$ cat src/hdl/contiguous_frame_ring_allocator_macros.svh
// assertion macros for the frame ring allocator
`ifndef CONTIGUOUS_FRAME_RING_ALLOCATOR_MACROS_SVH
`define CONTIGUOUS_FRAME_RING_ALLOCATOR_MACROS_SVH

// same-cycle implication, checked outside reset
`define CFRA_ASSERT_NOW(label, clk, rst_n, ante, cons) \
	label: assert property (@(posedge clk) disable iff (!rst_n) (ante) |-> (cons)) \
		else $error("cfra check failed");

// next-cycle implication, checked outside reset
`define CFRA_ASSERT_NEXT(label, clk, rst_n, ante, cons) \
	label: assert property (@(posedge clk) disable iff (!rst_n) (ante) |=> (cons)) \
		else $error("cfra check failed");

`endif

$ cat src/hdl/cfra_pkg.sv
// shared types and constants for the frame ring allocator
`default_nettype none
package cfra_pkg;

	localparam int OFFSET_BITS_DEF = 16;
	localparam int RING_W = 17;
	localparam int ALIGN_W = 4;
	localparam int BYTES_W = 16;
	localparam int FIELD_OFF_W = 16;
	localparam int CFG_IDX_W = 1;
	localparam int CFG_DATA_W = RING_W;

	localparam logic [RING_W-1:0] RING_BYTES_RST = 17'd65536;
	localparam logic [ALIGN_W-1:0] ALIGN_LOG2_RST = 4'd3;

	localparam logic [CFG_IDX_W-1:0] CFG_RING_BYTES = 1'd0;
	localparam logic [CFG_IDX_W-1:0] CFG_ALIGN_LOG2 = 1'd1;

	typedef enum logic [1:0] {
		CMD_ALLOC = 2'd0,
		CMD_DISCARD = 2'd1,
		CMD_WRAP = 2'd2
	} cmd_t;

	typedef enum logic [1:0] {
		ST_OK = 2'd0,
		ST_NO_ROOM = 2'd1,
		ST_TOO_LARGE = 2'd2,
		ST_OVERRUN = 2'd3
	} status_t;

endpackage
`default_nettype wire

$ cat src/hdl/cfra_if.sv
// request and response channel interfaces of the frame ring allocator
`default_nettype none
interface cfra_req_if
	import cfra_pkg::*;
();
	logic valid;
	logic ready;
	logic [1:0] cmd;
	logic [BYTES_W-1:0] frame_bytes;

	modport source (output valid, cmd, frame_bytes, input ready);
	modport sink (input valid, cmd, frame_bytes, output ready);
endinterface

interface cfra_rsp_if
	import cfra_pkg::*;
();
	logic valid;
	logic ready;
	logic [1:0] status;
	logic [FIELD_OFF_W-1:0] frame_offset;
	logic marker_write;
	logic [FIELD_OFF_W-1:0] marker_offset;

	modport source (output valid, status, frame_offset, marker_write, marker_offset,
		input ready);
	modport sink (input valid, status, frame_offset, marker_write, marker_offset,
		output ready);
endinterface
`default_nettype wire

$ cat src/hdl/contiguous_frame_ring_allocator.sv
// contiguous frame ring allocator: offsets, size rounding and grant logic
// an item is registered at the input stage, decided in one pass, and its result is
// registered in the result stage; throughput: one item per cycle unless the response
// channel stalls; each item is one compare-and-update of the offsets
// reset (arst_n low): offsets cleared, ring_bytes 65536, align_log2 3, channels empty
// any configuration write also clears both offsets (a new, empty ring)
`default_nettype none
`include "contiguous_frame_ring_allocator_macros.svh"
module contiguous_frame_ring_allocator
	import cfra_pkg::*;
#(
	parameter int OFFSET_BITS = OFFSET_BITS_DEF
) (
	input wire logic clk,
	input wire logic arst_n,
	cfra_req_if.sink req,
	cfra_rsp_if.source rsp,
	input wire logic cfg_we,
	input wire logic [CFG_IDX_W-1:0] cfg_index,
	input wire logic [CFG_DATA_W-1:0] cfg_data
);

	// working width: room for capacity plus a size without overflow
	localparam int CW = ((OFFSET_BITS + 1 > RING_W) ? OFFSET_BITS + 1 : RING_W) + 2;

	// configuration registers
	logic [RING_W-1:0] ring_bytes_q;
	logic [ALIGN_W-1:0] align_log2_q;

	// ring state
	logic [OFFSET_BITS-1:0] rd_q, wr_q;
	logic [OFFSET_BITS-1:0] rd_nxt, wr_nxt;

	// input stage
	logic valid_s1;
	logic [1:0] cmd_s1;
	logic [BYTES_W-1:0] bytes_s1;

	// result stage
	logic valid_s2;
	status_t status_s2;
	logic [FIELD_OFF_W-1:0] off_s2;
	logic mk_s2;
	logic [FIELD_OFF_W-1:0] mkoff_s2;

	// handshake: the result register frees when taken, the input stage when it moves on
	logic adv_s1;
	assign adv_s1 = !valid_s2 || rsp.ready;
	assign req.ready = !valid_s1 || adv_s1;

	// size rounding and capacity
	logic [RING_W-1:0] align_mask;
	logic [RING_W-1:0] size_sum;
	logic [CW-1:0] sz, cap, lim, rb, rd_w, wr_w, q_disc;

	assign align_mask = (RING_W'(1) << align_log2_q) - RING_W'(1);
	assign size_sum = RING_W'(bytes_s1) + align_mask;
	assign sz = CW'(size_sum & ~align_mask);

	assign lim = CW'(1) << OFFSET_BITS;
	assign rb = CW'(ring_bytes_q);
	assign cap = (rb > lim) ? lim : rb;
	assign rd_w = CW'(rd_q);
	assign wr_w = CW'(wr_q);
	assign q_disc = rd_w + sz;

	// one-pass decision
	logic produce;
	status_t status_c;
	logic [CW-1:0] off_c, wr_sum;
	logic mk_c;
	logic [CW-1:0] mkoff_c;

	always_comb begin
		produce = 1'b1;
		status_c = ST_OK;
		off_c = '0;
		mk_c = 1'b0;
		mkoff_c = '0;
		rd_nxt = rd_q;
		wr_nxt = wr_q;
		wr_sum = '0;
		case (cmd_s1)
			CMD_ALLOC: begin
				if (sz >= cap) begin
					status_c = ST_TOO_LARGE;
				end else if (rd_w > wr_w) begin
					// free gap lies between the write and read offsets
					if (sz < rd_w - wr_w) begin
						off_c = wr_w;
						wr_sum = wr_w + sz;
						wr_nxt = (wr_sum == cap) ? '0 : OFFSET_BITS'(wr_sum);
					end else begin
						status_c = ST_NO_ROOM;
					end
				end else if (wr_w < cap && sz < cap - wr_w) begin
					// fits before the end of the ring
					off_c = wr_w;
					wr_sum = wr_w + sz;
					wr_nxt = (wr_sum == cap) ? '0 : OFFSET_BITS'(wr_sum);
				end else if (sz < rd_w) begin
					// wrap: frame goes to the start, marker at the old write offset
					mk_c = 1'b1;
					mkoff_c = wr_w;
					off_c = '0;
					wr_nxt = (sz == cap) ? '0 : OFFSET_BITS'(sz);
				end else begin
					status_c = ST_NO_ROOM;
				end
			end
			CMD_DISCARD: begin
				if (q_disc > cap) begin
					status_c = ST_OVERRUN;
					off_c = rd_w;
				end else if (q_disc == cap) begin
					rd_nxt = '0;
					off_c = '0;
				end else begin
					rd_nxt = OFFSET_BITS'(q_disc);
					off_c = q_disc;
				end
			end
			CMD_WRAP: begin
				rd_nxt = '0;
			end
			default: begin
				// undefined command: dropped, no result
				produce = 1'b0;
			end
		endcase
	end

	// input stage register
	always_ff @(posedge clk or negedge arst_n) begin
		if (!arst_n) begin
			valid_s1 <= 1'b0;
		end else if (req.ready) begin
			valid_s1 <= req.valid;
		end
	end

	always_ff @(posedge clk) begin
		if (req.ready && req.valid) begin
			cmd_s1 <= req.cmd;
			bytes_s1 <= req.frame_bytes;
		end
	end

	// result register
	always_ff @(posedge clk or negedge arst_n) begin
		if (!arst_n) begin
			valid_s2 <= 1'b0;
		end else if (adv_s1) begin
			valid_s2 <= valid_s1 && produce;
		end
	end

	always_ff @(posedge clk) begin
		if (adv_s1 && valid_s1 && produce) begin
			status_s2 <= status_c;
			off_s2 <= FIELD_OFF_W'(off_c);
			mk_s2 <= mk_c;
			mkoff_s2 <= FIELD_OFF_W'(mkoff_c);
		end
	end

	// configuration and ring state; the user writes only while idle, unenforced
	always_ff @(posedge clk or negedge arst_n) begin
		if (!arst_n) begin
			ring_bytes_q <= RING_BYTES_RST;
			align_log2_q <= ALIGN_LOG2_RST;
			rd_q <= '0;
			wr_q <= '0;
		end else if (cfg_we) begin
			case (cfg_index)
				CFG_RING_BYTES: ring_bytes_q <= cfg_data;
				CFG_ALIGN_LOG2: align_log2_q <= ALIGN_W'(cfg_data);
				default: ;
			endcase
			rd_q <= '0;
			wr_q <= '0;
		end else if (adv_s1 && valid_s1) begin
			rd_q <= rd_nxt;
			wr_q <= wr_nxt;
		end
	end

	assign rsp.valid = valid_s2;
	assign rsp.status = status_s2;
	assign rsp.frame_offset = off_s2;
	assign rsp.marker_write = mk_s2;
	assign rsp.marker_offset = mkoff_s2;

	// offsets never reach the capacity
	`CFRA_ASSERT_NOW(a_wr_in_ring, clk, arst_n, 1'b1, (wr_q == '0) || (wr_w < cap))
	`CFRA_ASSERT_NOW(a_rd_in_ring, clk, arst_n, 1'b1, (rd_q == '0) || (rd_w < cap))
	// a wrap grant is an ok grant at the start, with the marker past the start
	`CFRA_ASSERT_NOW(a_marker_grant, clk, arst_n, valid_s2 && mk_s2,
		(status_s2 == ST_OK) && (off_s2 == '0) && (mkoff_s2 != '0))
	// offsets move only with an item or a configuration write
	`CFRA_ASSERT_NEXT(a_state_hold, clk, arst_n, !cfg_we && !(adv_s1 && valid_s1),
		$stable(rd_q) && $stable(wr_q))

endmodule
`default_nettype wire
$ cat src/flat_wrapper.sv
// flat-port wrapper written by rule: the top's interface ports become plain ports
module contiguous_frame_ring_allocator_flat import cfra_pkg::*;
#(
	parameter int OFFSET_BITS = OFFSET_BITS_DEF
)
  (clk, arst_n, cfg_we, cfg_index, cfg_data, req_valid, req_cmd, req_frame_bytes, req_ready, rsp_valid, rsp_status, rsp_frame_offset, rsp_marker_write, rsp_marker_offset, rsp_ready);
  cfra_req_if req_i ();
  cfra_rsp_if rsp_i ();
  input wire logic clk;
  input wire logic arst_n;
  input wire logic cfg_we;
  input wire logic [CFG_IDX_W-1:0] cfg_index;
  input wire logic [CFG_DATA_W-1:0] cfg_data;
  input wire logic [$bits(req_i.valid)-1:0] req_valid;
  input wire logic [$bits(req_i.cmd)-1:0] req_cmd;
  input wire logic [$bits(req_i.frame_bytes)-1:0] req_frame_bytes;
  output wire logic [$bits(req_i.ready)-1:0] req_ready;
  output wire logic [$bits(rsp_i.valid)-1:0] rsp_valid;
  output wire logic [$bits(rsp_i.status)-1:0] rsp_status;
  output wire logic [$bits(rsp_i.frame_offset)-1:0] rsp_frame_offset;
  output wire logic [$bits(rsp_i.marker_write)-1:0] rsp_marker_write;
  output wire logic [$bits(rsp_i.marker_offset)-1:0] rsp_marker_offset;
  input wire logic [$bits(rsp_i.ready)-1:0] rsp_ready;
  assign req_i.valid = req_valid;
  assign req_i.cmd = req_cmd;
  assign req_i.frame_bytes = req_frame_bytes;
  assign req_ready = req_i.ready;
  assign rsp_valid = rsp_i.valid;
  assign rsp_status = rsp_i.status;
  assign rsp_frame_offset = rsp_i.frame_offset;
  assign rsp_marker_write = rsp_i.marker_write;
  assign rsp_marker_offset = rsp_i.marker_offset;
  assign rsp_i.ready = rsp_ready;
  contiguous_frame_ring_allocator #(.OFFSET_BITS(OFFSET_BITS)) u_core (.clk(clk), .arst_n(arst_n), .req(req_i), .rsp(rsp_i), .cfg_we(cfg_we), .cfg_index(cfg_index), .cfg_data(cfg_data));
endmodule
$ cat config.mk
export PLATFORM = sky130hd
export DESIGN_NAME = contiguous_frame_ring_allocator_flat
export DESIGN_NICKNAME = d
export VERILOG_FILES = /design/src/hdl/cfra_pkg.sv /design/src/hdl/cfra_if.sv /design/src/hdl/contiguous_frame_ring_allocator.sv /design/src/flat_wrapper.sv
export VERILOG_INCLUDE_DIRS = /design/src /design/src/hdl
export SDC_FILE = /design/constraint.sdc
export NUM_CORES = 1
export LEC_CHECK = 0
export ABC_AREA = 1
export BUFFER_PORTS_ARGS = -buffer_cell sky130_fd_sc_hd__buf_2
export CORE_ASPECT_RATIO = 0.5
export CORE_MARGIN = 3
export CORE_UTILIZATION = 55
export DETAILED_ROUTE_END_ITERATION = 10
export HOLD_SLACK_MARGIN = 0.02
export PLACE_DENSITY = 0.69
export SETUP_SLACK_MARGIN = 0.3
export SLEW_MARGIN = 30
export SYNTH_ARGS = -nofsm -noshare
export SYNTH_HDL_FRONTEND = slang
export SYNTH_SLANG_ARGS = --single-unit
$ cat constraint.sdc
create_clock -name clk -period 6.22 [get_ports clk]
set_input_delay 0.622 -clock clk [delete_from_list [all_inputs] [get_ports clk]]
set_output_delay 0.622 -clock clk [all_outputs]
set_load 0.05 [all_outputs]
==> impl_metrics.xml, run 1 <==
<?xml version="1.0" encoding="UTF-8"?>
<metrics>
  <group name="status">
    <metric name="outcome" unit="">finished, final reports clean</metric>
  </group>
  <group name="synth">
    <metric name="yosys.area.top_type" unit="">ha_1</metric>
    <metric name="post_synth_instance_area" unit="um^2">11700</metric>
    <metric name="post_synth_main_area_contributors" unit="">ha_1, nand2_1, edfxtp_1, dfrtp_1, inv_1</metric>
    <metric name="post_synth.cell_area_avg" unit="um^2">7.13</metric>
    <metric name="sequential_element_share_of_the_synthesized_area" unit="%">25.4</metric>
    <metric name="synth.net_count" unit="">1855</metric>
    <metric name="synth_cell_type_count" unit="">54</metric>
    <metric name="netlist_instances" unit="">1643</metric>
    <metric name="postSynthRegisterBits" unit="">108</metric>
    <metric name="synthDominantCellAreaShare" unit="%">17.7</metric>
    <metric name="ys.warnings.count" unit="">0</metric>
  </group>
  <group name="cts">
    <metric name="cts_max_level" unit="">3</metric>
    <metric name="clock_sink_count" unit="">108</metric>
    <metric name="cts_buffers" unit="">9</metric>
    <metric name="cts.reportedPaths.clkPinSlew" unit="ns">0.08</metric>
    <metric name="clock-root-buffer" unit="">clkbuf_16</metric>
    <metric name="ctsLongestPathBuffers" unit="">2</metric>
    <metric name="clock_tree_from_tritoncts" unit="">done</metric>
    <metric name="worst_skew_pair.late_latency" unit="ns">0.39</metric>
  </group>
  <group name="global_routing">
    <metric name="grt_start_max_net_pins" unit="">56</metric>
    <metric name="antenna_found_initial" unit="">0</metric>
    <metric name="grt_pass1_wl" unit="mm">58.7</metric>
    <metric name="grt_overall_usage" unit="%">33.4</metric>
    <metric name="vias_in_the_first_global_route" unit="">10900</metric>
    <metric name="grt_overflow" unit="">0</metric>
  </group>
  <group name="sta">
    <metric name="timing_worst_slew_pin_value" unit="ns">0.834</metric>
    <metric name="clock_tree_skew_after_final_layout" unit="ns">0.0134</metric>
    <metric name="final_hold_viol_count" unit="">0</metric>
    <metric name="min_period" unit="ns">5.68</metric>
    <metric name="setup-violations-final" unit="">0</metric>
    <metric name="rsz0062_at_grt" unit="">true</metric>
    <metric name="maxSlewHeadroom" unit="%">43.9</metric>
    <metric name="finalSetupTns" unit="ns">0</metric>
    <metric name="timing.final.crit_share" unit="%">91.4</metric>
    <metric name="max_freq" unit="MHz">176</metric>
    <metric name="timing.final.max_slew_violations" unit="">0</metric>
  </group>
  <group name="setup_path">
    <metric name="r2r-end" unit="">u_core.rsp.frame_offset[9]</metric>
    <metric name="critical_path.max_fanout" unit="">8</metric>
    <metric name="critical-path-top-cell-by-count" unit="">nand3_1</metric>
    <metric name="worst_reg2reg_setup_slack" unit="ns">0.54</metric>
    <metric name="arrival_time_of_data_at_the_critical_path_endpoint" unit="ns">5.94</metric>
    <metric name="slowest_delay" unit="ns">0.59</metric>
    <metric name="worst-r2r-cell-count" unit="">37</metric>
    <metric name="crit_path_end_kind" unit="">register</metric>
    <metric name="critPathBufInv" unit="">4</metric>
    <metric name="levels_on_crit_path" unit="">37</metric>
    <metric name="startpoint_type" unit="">register</metric>
    <metric name="critical-path-top-delay-family" unit="">simple AND/OR/NAND/NOR gates</metric>
    <metric name="worst-setup-path-type" unit="">register to register</metric>
    <metric name="critPathRequiredTime" unit="ns">6.47</metric>
    <metric name="critical_path.slowest_cell" unit="">dfstp_2</metric>
    <metric name="timing.rr.start" unit="">u_core.align_log2_q[1]</metric>
  </group>
  <group name="power_and_ir_drop">
    <metric name="worst_ir_drop_vdd" unit="mV">0.360</metric>
    <metric name="switching_share" unit="%">56.1</metric>
    <metric name="leakagePower" unit="nW">7.07</metric>
    <metric name="seqPwrFrac" unit="%">14.4</metric>
    <metric name="cellPowerDensity" unit="nW/um^2">517</metric>
    <metric name="power_frac_clock" unit="%">9.2</metric>
    <metric name="switching_power_total" unit="W">0.00393</metric>
    <metric name="internal_power" unit="W">0.00307</metric>
    <metric name="post-layout-total-power" unit="W">0.00700</metric>
    <metric name="combinationalPowerShare" unit="%">76.4</metric>
  </group>
  <group name="hold_path">
    <metric name="worst_hold_path_type" unit="">input port to async pin</metric>
  </group>
  <group name="finish">
    <metric name="num-nets-final" unit="">1965</metric>
    <metric name="post_route_insts_no_fill" unit="">2031</metric>
    <metric name="synthToLayoutAreaGrowth" unit="%">15.5</metric>
    <metric name="final_area" unit="um^2">13500</metric>
    <metric name="drive_above_1_share" unit="%">15.8</metric>
    <metric name="num_antenna_cells" unit="">0</metric>
  </group>
  <group name="placed_design">
    <metric name="gp_congestion" unit="">0.975</metric>
    <metric name="placement.io_buffers" unit="">77</metric>
    <metric name="dpl.cell_count" unit="">1987</metric>
    <metric name="half_perimeter_wire_length_after_placement" unit="mm">30.6</metric>
    <metric name="placed_standard_cell_area" unit="um^2">12400</metric>
  </group>
  <group name="route">
    <metric name="detail_route.iter0.violations" unit="">1202</metric>
    <metric name="viasPerCell" unit="">5.90</metric>
    <metric name="routedWlPerCell" unit="um">19.5</metric>
    <metric name="route.detailed.drc" unit="">0</metric>
    <metric name="drt_pass1_iterations" unit="">7</metric>
    <metric name="via_count" unit="">12000</metric>
    <metric name="wirelength" unit="mm">39.5</metric>
    <metric name="drt.antenna.violating_nets" unit="">0</metric>
  </group>
  <group name="floorplan">
    <metric name="floorplan.initialDensity" unit="%">56.5</metric>
    <metric name="num_ports" unit="">78</metric>
    <metric name="chipHeight" unit="um">109</metric>
    <metric name="floorplan.die_area" unit="um^2">23200</metric>
    <metric name="core" unit="um^2">20700</metric>
    <metric name="row_count" unit="">37</metric>
    <metric name="floorplan.die.width" unit="um">212</metric>
  </group>
  <group name="flow_run">
    <metric name="timing.max_cap.violations" unit="">0</metric>
  </group>
</metrics>
==> worst register-to-register path, delay by kind of cell, from the launching register on <==
kind                     cells  cell delay, ns
adder cells (fa/ha/maj)      4            1.03
flip-flops                   1            0.59
AND/OR/NAND/NOR             22            2.46
AO/OA/AOI/OAI                4            0.54
XOR/XNOR                     3            0.40
buffers and inverters        4            0.53
==> synth_stat cells (all sizes together) <==
cell type  count
nand2        477
inv          213
ha           166
nor2         144
a21oi        127
nand3        117
o21ai         60
edfxtp        53
dfrtp         52
xor2          43
nand4         36
xnor2         19
buf           15
nor3          13
clkbuf        12
mux2          11
o211ai        11
a31oi         10
o21bai         9
a21o           8
a21boi         7
nand3b         7
fa             5
a211oi         4
nor4           4
dfstp          3
nor3b          3
o21a           3
and2           2
xnor3          2
a31o           1
a41oi          1
clkinv         1
conb           1
o2111ai        1
o31ai          1
or2            1
==> layer usage <==
| layer | track usage [%] | vias up | share of wire, % |
|---|---|---|---|
| met4 | 6.59 | 0 | 2.1 |
| met3 | 9.54 | 70 | 12 |
| met2 | 51.5 | 622 | 43 |
| li1 | - | 5692 | - |
| met1 | 46.9 | 5596 | 43 |
| met5 | 0 | - | 0 |
==> power by group through the flow <==
| stage | logic (W) | clock network, W | registers, W |
|---|---|---|---|
| final | 0.00535 | 0.000642 | 0.00101 |
| after global routing | 0.00588 | 0.000676 | 0.00101 |
| after CTS | 0.00483 | 0.000649 | 0.000996 |
| after detailed placement | 0.00476 | 0 | 0.00101 |
| after global placement | 0.00464 | 0 | 0.00101 |
| after floorplan | 0.00346 | 0 | 0.00108 |
==> registers in the layout, summed over array words and instances (netlist names) <==
signal,cells
u_core.wr_q,16
u_core.ring_bytes_q,17
u_core.rsp.status,2
u_core.rsp.marker_offset,16
u_core.rsp.valid,1
u_core.valid_s1,1
u_core.rd_q,16
u_core.align_log2_q,4
u_core.bytes_s1,16
u_core.cmd_s1,2
u_core.rsp.marker_write,1
u_core.rsp.frame_offset,16
==> through the flow <==
stage          worst slack [ns]  hold slack [ns]  util (%)
2_1_floorplan             0.753            0.326         -
3_3_place_gp              0.288            0.504      60.0
3_5_place_dp              0.101            0.517      60.0
4_1_cts                   0.308            0.389      61.7
5_1_grt                   0.214            0.390      65.3
6_report                  0.535            0.388      65.3
==> kinds of logic after synthesis <==
group	count (synthesis)	synth area share (%)
muxes	11	1.06
AOI/OAI and AO/OA	243	11.8
xor gates and xnor gates	64	5.02
buffers and inverters	241	8.26
and+or+nand+nor	804	29.8
adders and majority gates	171	18.6
other	1	0.0320
DFF	108	25.4
==> how the worst max path moves through the flow <==
stage | start | end | slack (ns)
after floorplan | u_core.align_log2_q[3] | u_core.rsp.frame_offset[2] | 0.75
after global placement | u_core.align_log2_q[1] | u_core.rd_q[3] | 0.29
after detailed placement | u_core.align_log2_q[3] | u_core.rd_q[10] | 0.10
after CTS | u_core.align_log2_q[3] | u_core.rd_q[15] | 0.31
after global routing | u_core.align_log2_q[2] | u_core.rsp.frame_offset[2] | 0.21
final | u_core.align_log2_q[1] | u_core.rsp.frame_offset[9] | 0.54
==> layout make-up <==
cell class | instances | area (um^2)
multi-input combinational | 1299 | 8310
fill | 1838 | 7210
sequential | 108 | 2970
inverter | 214 | 806
timing repair buffer | 121 | 800
tap | 273 | 342
clock buffer | 11 | 243
clock inverter | 5 | 65.1
==> cells in the final DEF, fill, tap and decap left out, drive strengths merged, types with 19 or more instances in the layout <==
master,netlist,final
nor2,144,146
a21oi,127,127
inv,213,216
edfxtp,53,53
ha,166,166
nand2,477,478
buf,15,119
xor2,43,43
dfrtp,52,52
nand4,36,36
o21ai,60,60
xnor2,19,19
nand3,117,119
==> repair_timing <==
action                                  CTS  global route
setup buffers                             1            19
endpoints found under the setup margin   32            51
hold buffers                              0             0
gates resized for setup                   7           100
gates cloned                              1             6
endpoints found under the hold margin     0             0
pin swaps                                 1            29
Note: power is estimated with default switching activity, not from simulation.
==> run 2: changes to the inputs <==
--- a/config.mk
+++ b/config.mk
@@ -6,14 +6,14 @@
 export SDC_FILE = /design/constraint.sdc
 export NUM_CORES = 1
 export LEC_CHECK = 0
-export ABC_AREA = 1
 export BUFFER_PORTS_ARGS = -buffer_cell sky130_fd_sc_hd__buf_2
 export CORE_ASPECT_RATIO = 0.5
 export CORE_MARGIN = 3
 export CORE_UTILIZATION = 55
 export DETAILED_ROUTE_END_ITERATION = 10
 export HOLD_SLACK_MARGIN = 0.02
-export PLACE_DENSITY = 0.69
+export PLACE_DENSITY = 0.74
+export REMOVE_ABC_BUFFERS = 1
 export SETUP_SLACK_MARGIN = 0.3
 export SLEW_MARGIN = 30
 export SYNTH_ARGS = -nofsm -noshare
==> impl_metrics.xml, run 2 <==
<?xml version="1.0" encoding="UTF-8"?>
<metrics>
  <group name="synth">
    <metric name="post_synth_main_area_contributors" unit="">ha_1, edfxtp_1, dfrtp_1, a21oi_1, xnor2_1</metric>
    <metric name="synth_fa_ha_area_share" unit="%">19.8</metric>
    <metric name="sequential_element_share_of_the_synthesized_area" unit="%">27.0</metric>
    <metric name="synth-simple-area-share" unit="%">15.2</metric>
    <metric name="synth.top_cells.by_count" unit="">ha_1, inv_1, a21oi_1, nand2_1, nor2_1</metric>
    <metric name="post_synth_instance_area" unit="um^2">11000</metric>
    <metric name="synthDominantCellAreaShare" unit="%">18.9</metric>
    <metric name="yosys.area.top_type" unit="">ha_1</metric>
    <metric name="synth_cell_type_count" unit="">97</metric>
    <metric name="synth_xor_xnor_area_share" unit="%">6.59</metric>
    <metric name="async_set_or_reset_register_ratio_after_synthesis" unit="%">50.9</metric>
    <metric name="synth_enable_flop_cells" unit="">53</metric>
    <metric name="post-synth-top-count-cell" unit="">ha_1</metric>
    <metric name="yosys-mux-area-fraction" unit="%">2.30</metric>
    <metric name="dominantRegCellSynth" unit="">edfxtp_1</metric>
    <metric name="postSynthRegisterBits" unit="">108</metric>
    <metric name="post_synth.cell_area_avg" unit="um^2">9.12</metric>
    <metric name="ys.warnings.count" unit="">0</metric>
    <metric name="main_combinational_cell_family_by_area_after_synthesis" unit="">compound AO/OA/AOI/OAI gates</metric>
    <metric name="netlist_instances" unit="">1205</metric>
    <metric name="synth-compound-area-share" unit="%">23.9</metric>
  </group>
  <group name="cts">
    <metric name="worst_skew_pair.late_latency" unit="ns">0.37</metric>
    <metric name="postCtsHoldBufs" unit="">0</metric>
    <metric name="clock_tree_from_tritoncts" unit="">done</metric>
    <metric name="clock-root-buffer" unit="">clkbuf_16</metric>
    <metric name="cts_buffers" unit="">9</metric>
    <metric name="clock_sink_count" unit="">108</metric>
    <metric name="cts_max_level" unit="">3</metric>
    <metric name="ctsLongestPathBuffers" unit="">2</metric>
    <metric name="cts.reportedPaths.clkPinSlew" unit="ns">0.08</metric>
  </group>
  <group name="finish">
    <metric name="regMostFlops" unit="">u_core.ring_bytes_q</metric>
    <metric name="largest_reg_flops" unit="">17</metric>
    <metric name="num-nets-final" unit="">1692</metric>
    <metric name="post-route-util" unit="%">77.0</metric>
    <metric name="layout.cells.most_common" unit="">buf_4</metric>
    <metric name="final_cell_mix" unit="">buf_4, ha_1, inv_1</metric>
    <metric name="post_route_insts_no_fill" unit="">1747</metric>
    <metric name="synthToLayoutAreaGrowth" unit="%">33.2</metric>
    <metric name="final_area" unit="um^2">14600</metric>
    <metric name="drive_above_1_share" unit="%">33.9</metric>
  </group>
  <group name="floorplan">
    <metric name="row_count" unit="">35</metric>
    <metric name="floorplan.initialDensity" unit="%">57.8</metric>
    <metric name="core" unit="um^2">19000</metric>
    <metric name="num_ports" unit="">78</metric>
    <metric name="floorplan.die.width" unit="um">206</metric>
    <metric name="floorplan.die_area" unit="um^2">21800</metric>
    <metric name="chipHeight" unit="um">106</metric>
  </group>
  <group name="power_and_ir_drop">
    <metric name="leakagePower" unit="nW">6.78</metric>
    <metric name="seqPwrFrac" unit="%">15.3</metric>
    <metric name="power_frac_clock" unit="%">10.2</metric>
    <metric name="post-layout-total-power" unit="W">0.00598</metric>
    <metric name="cellPowerDensity" unit="nW/um^2">408</metric>
    <metric name="internal_power" unit="W">0.00307</metric>
    <metric name="switching_share" unit="%">48.6</metric>
    <metric name="worst_ir_drop_vdd" unit="mV">0.177</metric>
    <metric name="combinationalPowerShare" unit="%">74.5</metric>
    <metric name="switching_power_total" unit="W">0.00291</metric>
  </group>
  <group name="placed_design">
    <metric name="dpl.cell_count" unit="">1670</metric>
    <metric name="half_perimeter_wire_length_after_placement" unit="mm">31.7</metric>
    <metric name="gp_congestion" unit="">1.04</metric>
    <metric name="placement.io_buffers" unit="">77</metric>
    <metric name="placed_standard_cell_area" unit="um^2">12800</metric>
  </group>
  <group name="status">
    <metric name="outcome" unit="">complete, but fails checks</metric>
    <metric name="violations_in_the_final_reports" unit="">setup timing</metric>
  </group>
  <group name="hold_path">
    <metric name="worst_hold_path_type" unit="">input port to async pin</metric>
  </group>
  <group name="route">
    <metric name="route.detailed.drc" unit="">0</metric>
    <metric name="viasPerCell" unit="">6.42</metric>
    <metric name="detail_route.iter0.violations" unit="">1309</metric>
    <metric name="drt_pass1_iterations" unit="">6</metric>
    <metric name="routedWlPerCell" unit="um">24.0</metric>
    <metric name="via_count" unit="">11200</metric>
    <metric name="drt.antenna.violating_nets" unit="">0</metric>
    <metric name="wirelength" unit="mm">41.9</metric>
  </group>
  <group name="sta">
    <metric name="max_freq" unit="MHz">148</metric>
    <metric name="timing_worst_slew_pin_value" unit="ns">1.01</metric>
    <metric name="finalSetupTns" unit="ns">-13.15</metric>
    <metric name="timing.final.crit_share" unit="%">108</metric>
    <metric name="timing.final.max_slew_violations" unit="">0</metric>
    <metric name="min_period" unit="ns">6.75</metric>
    <metric name="final_hold_viol_count" unit="">0</metric>
    <metric name="clock_tree_skew_after_final_layout" unit="ns">0.0115</metric>
    <metric name="setup-violations-final" unit="">34</metric>
    <metric name="rsz0062_at_grt" unit="">true</metric>
    <metric name="maxSlewHeadroom" unit="%">32.2</metric>
    <metric name="fin_ws" unit="ns">-0.526</metric>
  </group>
  <group name="global_routing">
    <metric name="grt_pass1_wl" unit="mm">61.2</metric>
    <metric name="grt_overall_usage" unit="%">37.1</metric>
    <metric name="antenna_found_initial" unit="">2</metric>
    <metric name="grt_start_max_net_pins" unit="">56</metric>
    <metric name="vias_in_the_first_global_route" unit="">10600</metric>
    <metric name="grt_overflow" unit="">0</metric>
  </group>
  <group name="setup_path">
    <metric name="critPathRequiredTime" unit="ns">6.52</metric>
    <metric name="slowest_delay" unit="ns">0.45</metric>
    <metric name="arrival_time_of_data_at_the_critical_path_endpoint" unit="ns">7.05</metric>
    <metric name="startpoint_type" unit="">register</metric>
    <metric name="worst-setup-path-type" unit="">register to register</metric>
    <metric name="critical_path.slowest_cell" unit="">o41ai_4</metric>
    <metric name="critical_path.max_fanout" unit="">8</metric>
    <metric name="crit_path_end_kind" unit="">register</metric>
  </group>
  <group name="flow_run">
    <metric name="timing.max_cap.violations" unit="">0</metric>
  </group>
</metrics>
## run 2: cell count changes after synthesis, moves of 21 or more
| cell | change |
|---|---|
| a21o_1 | +32 |
| a21oi_1 | -31 |
| a22o_1 | +25 |
| and2_1 | +21 |
| inv_1 | -108 |
| nand2_1 | -391 |
| nand3_1 | -96 |
| nor2_1 | -67 |
| nor2b_1 | +24 |
| xnor2_1 | +31 |
## run 2: stage by stage
step / hold WS (ns) / setup WS, ns
finish: 0.405 / -0.526
CTS: 0.414 / -0.227
global placement: 0.521 / -0.627
detailed placement: 0.536 / -0.997
floorplan: 0.326 / -0.933
global route: 0.410 / -0.803
## run 2: cell families (layout without fill, tap and decap cells)
kind of cell,after synthesis,count (layout)
AOI/OAI and AO/OA,376,376
other,1,4
and+or+nand+nor,315,315
xor gates and xnor gates,81,81
buffers and inverters,130,410
adders and majority gates,171,171
DFF,108,108
muxes,23,23
## run 2: area by class of cell
| cell class | instances | area (um^2) |
|---|---|---|
| clock buffer | 9 | 225 |
| multi-input combinational | 967 | 8410 |
| tap | 259 | 324 |
| sequential | 108 | 2970 |
| inverter | 99 | 379 |
| fill | 1301 | 4370 |
| clock inverter | 7 | 81.3 |
| timing repair buffer | 295 | 2240 |
| antenna | 3 | 7.51 |
## run 2: routing by layer
metal  part of all wire [%]  up-vias  GRT usage (%)
met2                     41      653           52.3
met3                     15       68           15.8
li1                       -     5034              -
met4                    1.9        0           7.60
met1                     43     5457           52.8
met5                      0        -              0
## run 2: what timing repair did
item / 4_1_cts / 5_1_grt
setup buffers: 41 / 14
gates cloned: 1 / 2
setup endpoints to repair: 67 / 67
pin swaps: 54 / 57
resized for setup: 122 / 92
## run 2: worst paths after layout
check / start / cells past startpoint / slack [ns] / end
worst max-delay path: u_core.align_log2_q[2] / 36 / -0.53 / u_core.rd_q[11]
worst min register to register: u_core.ring_bytes_q[12] / 1 / 0.56 / u_core.ring_bytes_q[12]
worst min-delay path: arst_n / 2 / 0.41 / u_core.valid_s1
max in group asynchronous: arst_n / 2 / 5.23 / u_core.rd_q[15]
worst max register to register: u_core.align_log2_q[2] / 36 / -0.53 / u_core.rd_q[11]
min in group clk: req_frame_bytes[1] / 1 / 0.42 / u_core.bytes_s1[1]
## run 2: power groups by stage
| stage | registers (W) | clock network, W | logic, W |
|---|---|---|---|
| global placement | 0.000916 | 0 | 0.00352 |
| CTS | 0.000906 | 0.000609 | 0.00402 |
| floorplan | 0.000991 | 0 | 0.00220 |
| finish | 0.000915 | 0.000607 | 0.00446 |
| detailed placement | 0.000919 | 0 | 0.00362 |
| global route | 0.000919 | 0.000640 | 0.00474 |
## run 2: critical path, delay by kind of cell, from the launching register on
kind	cells	cell delay, ns
buf+inv	7	0.93
flops	1	0.43
simple gates	11	1.72
fa+ha+maj	4	1.16
mux	1	0.16
compound gates	11	2.09
xor+xnor	2	0.18
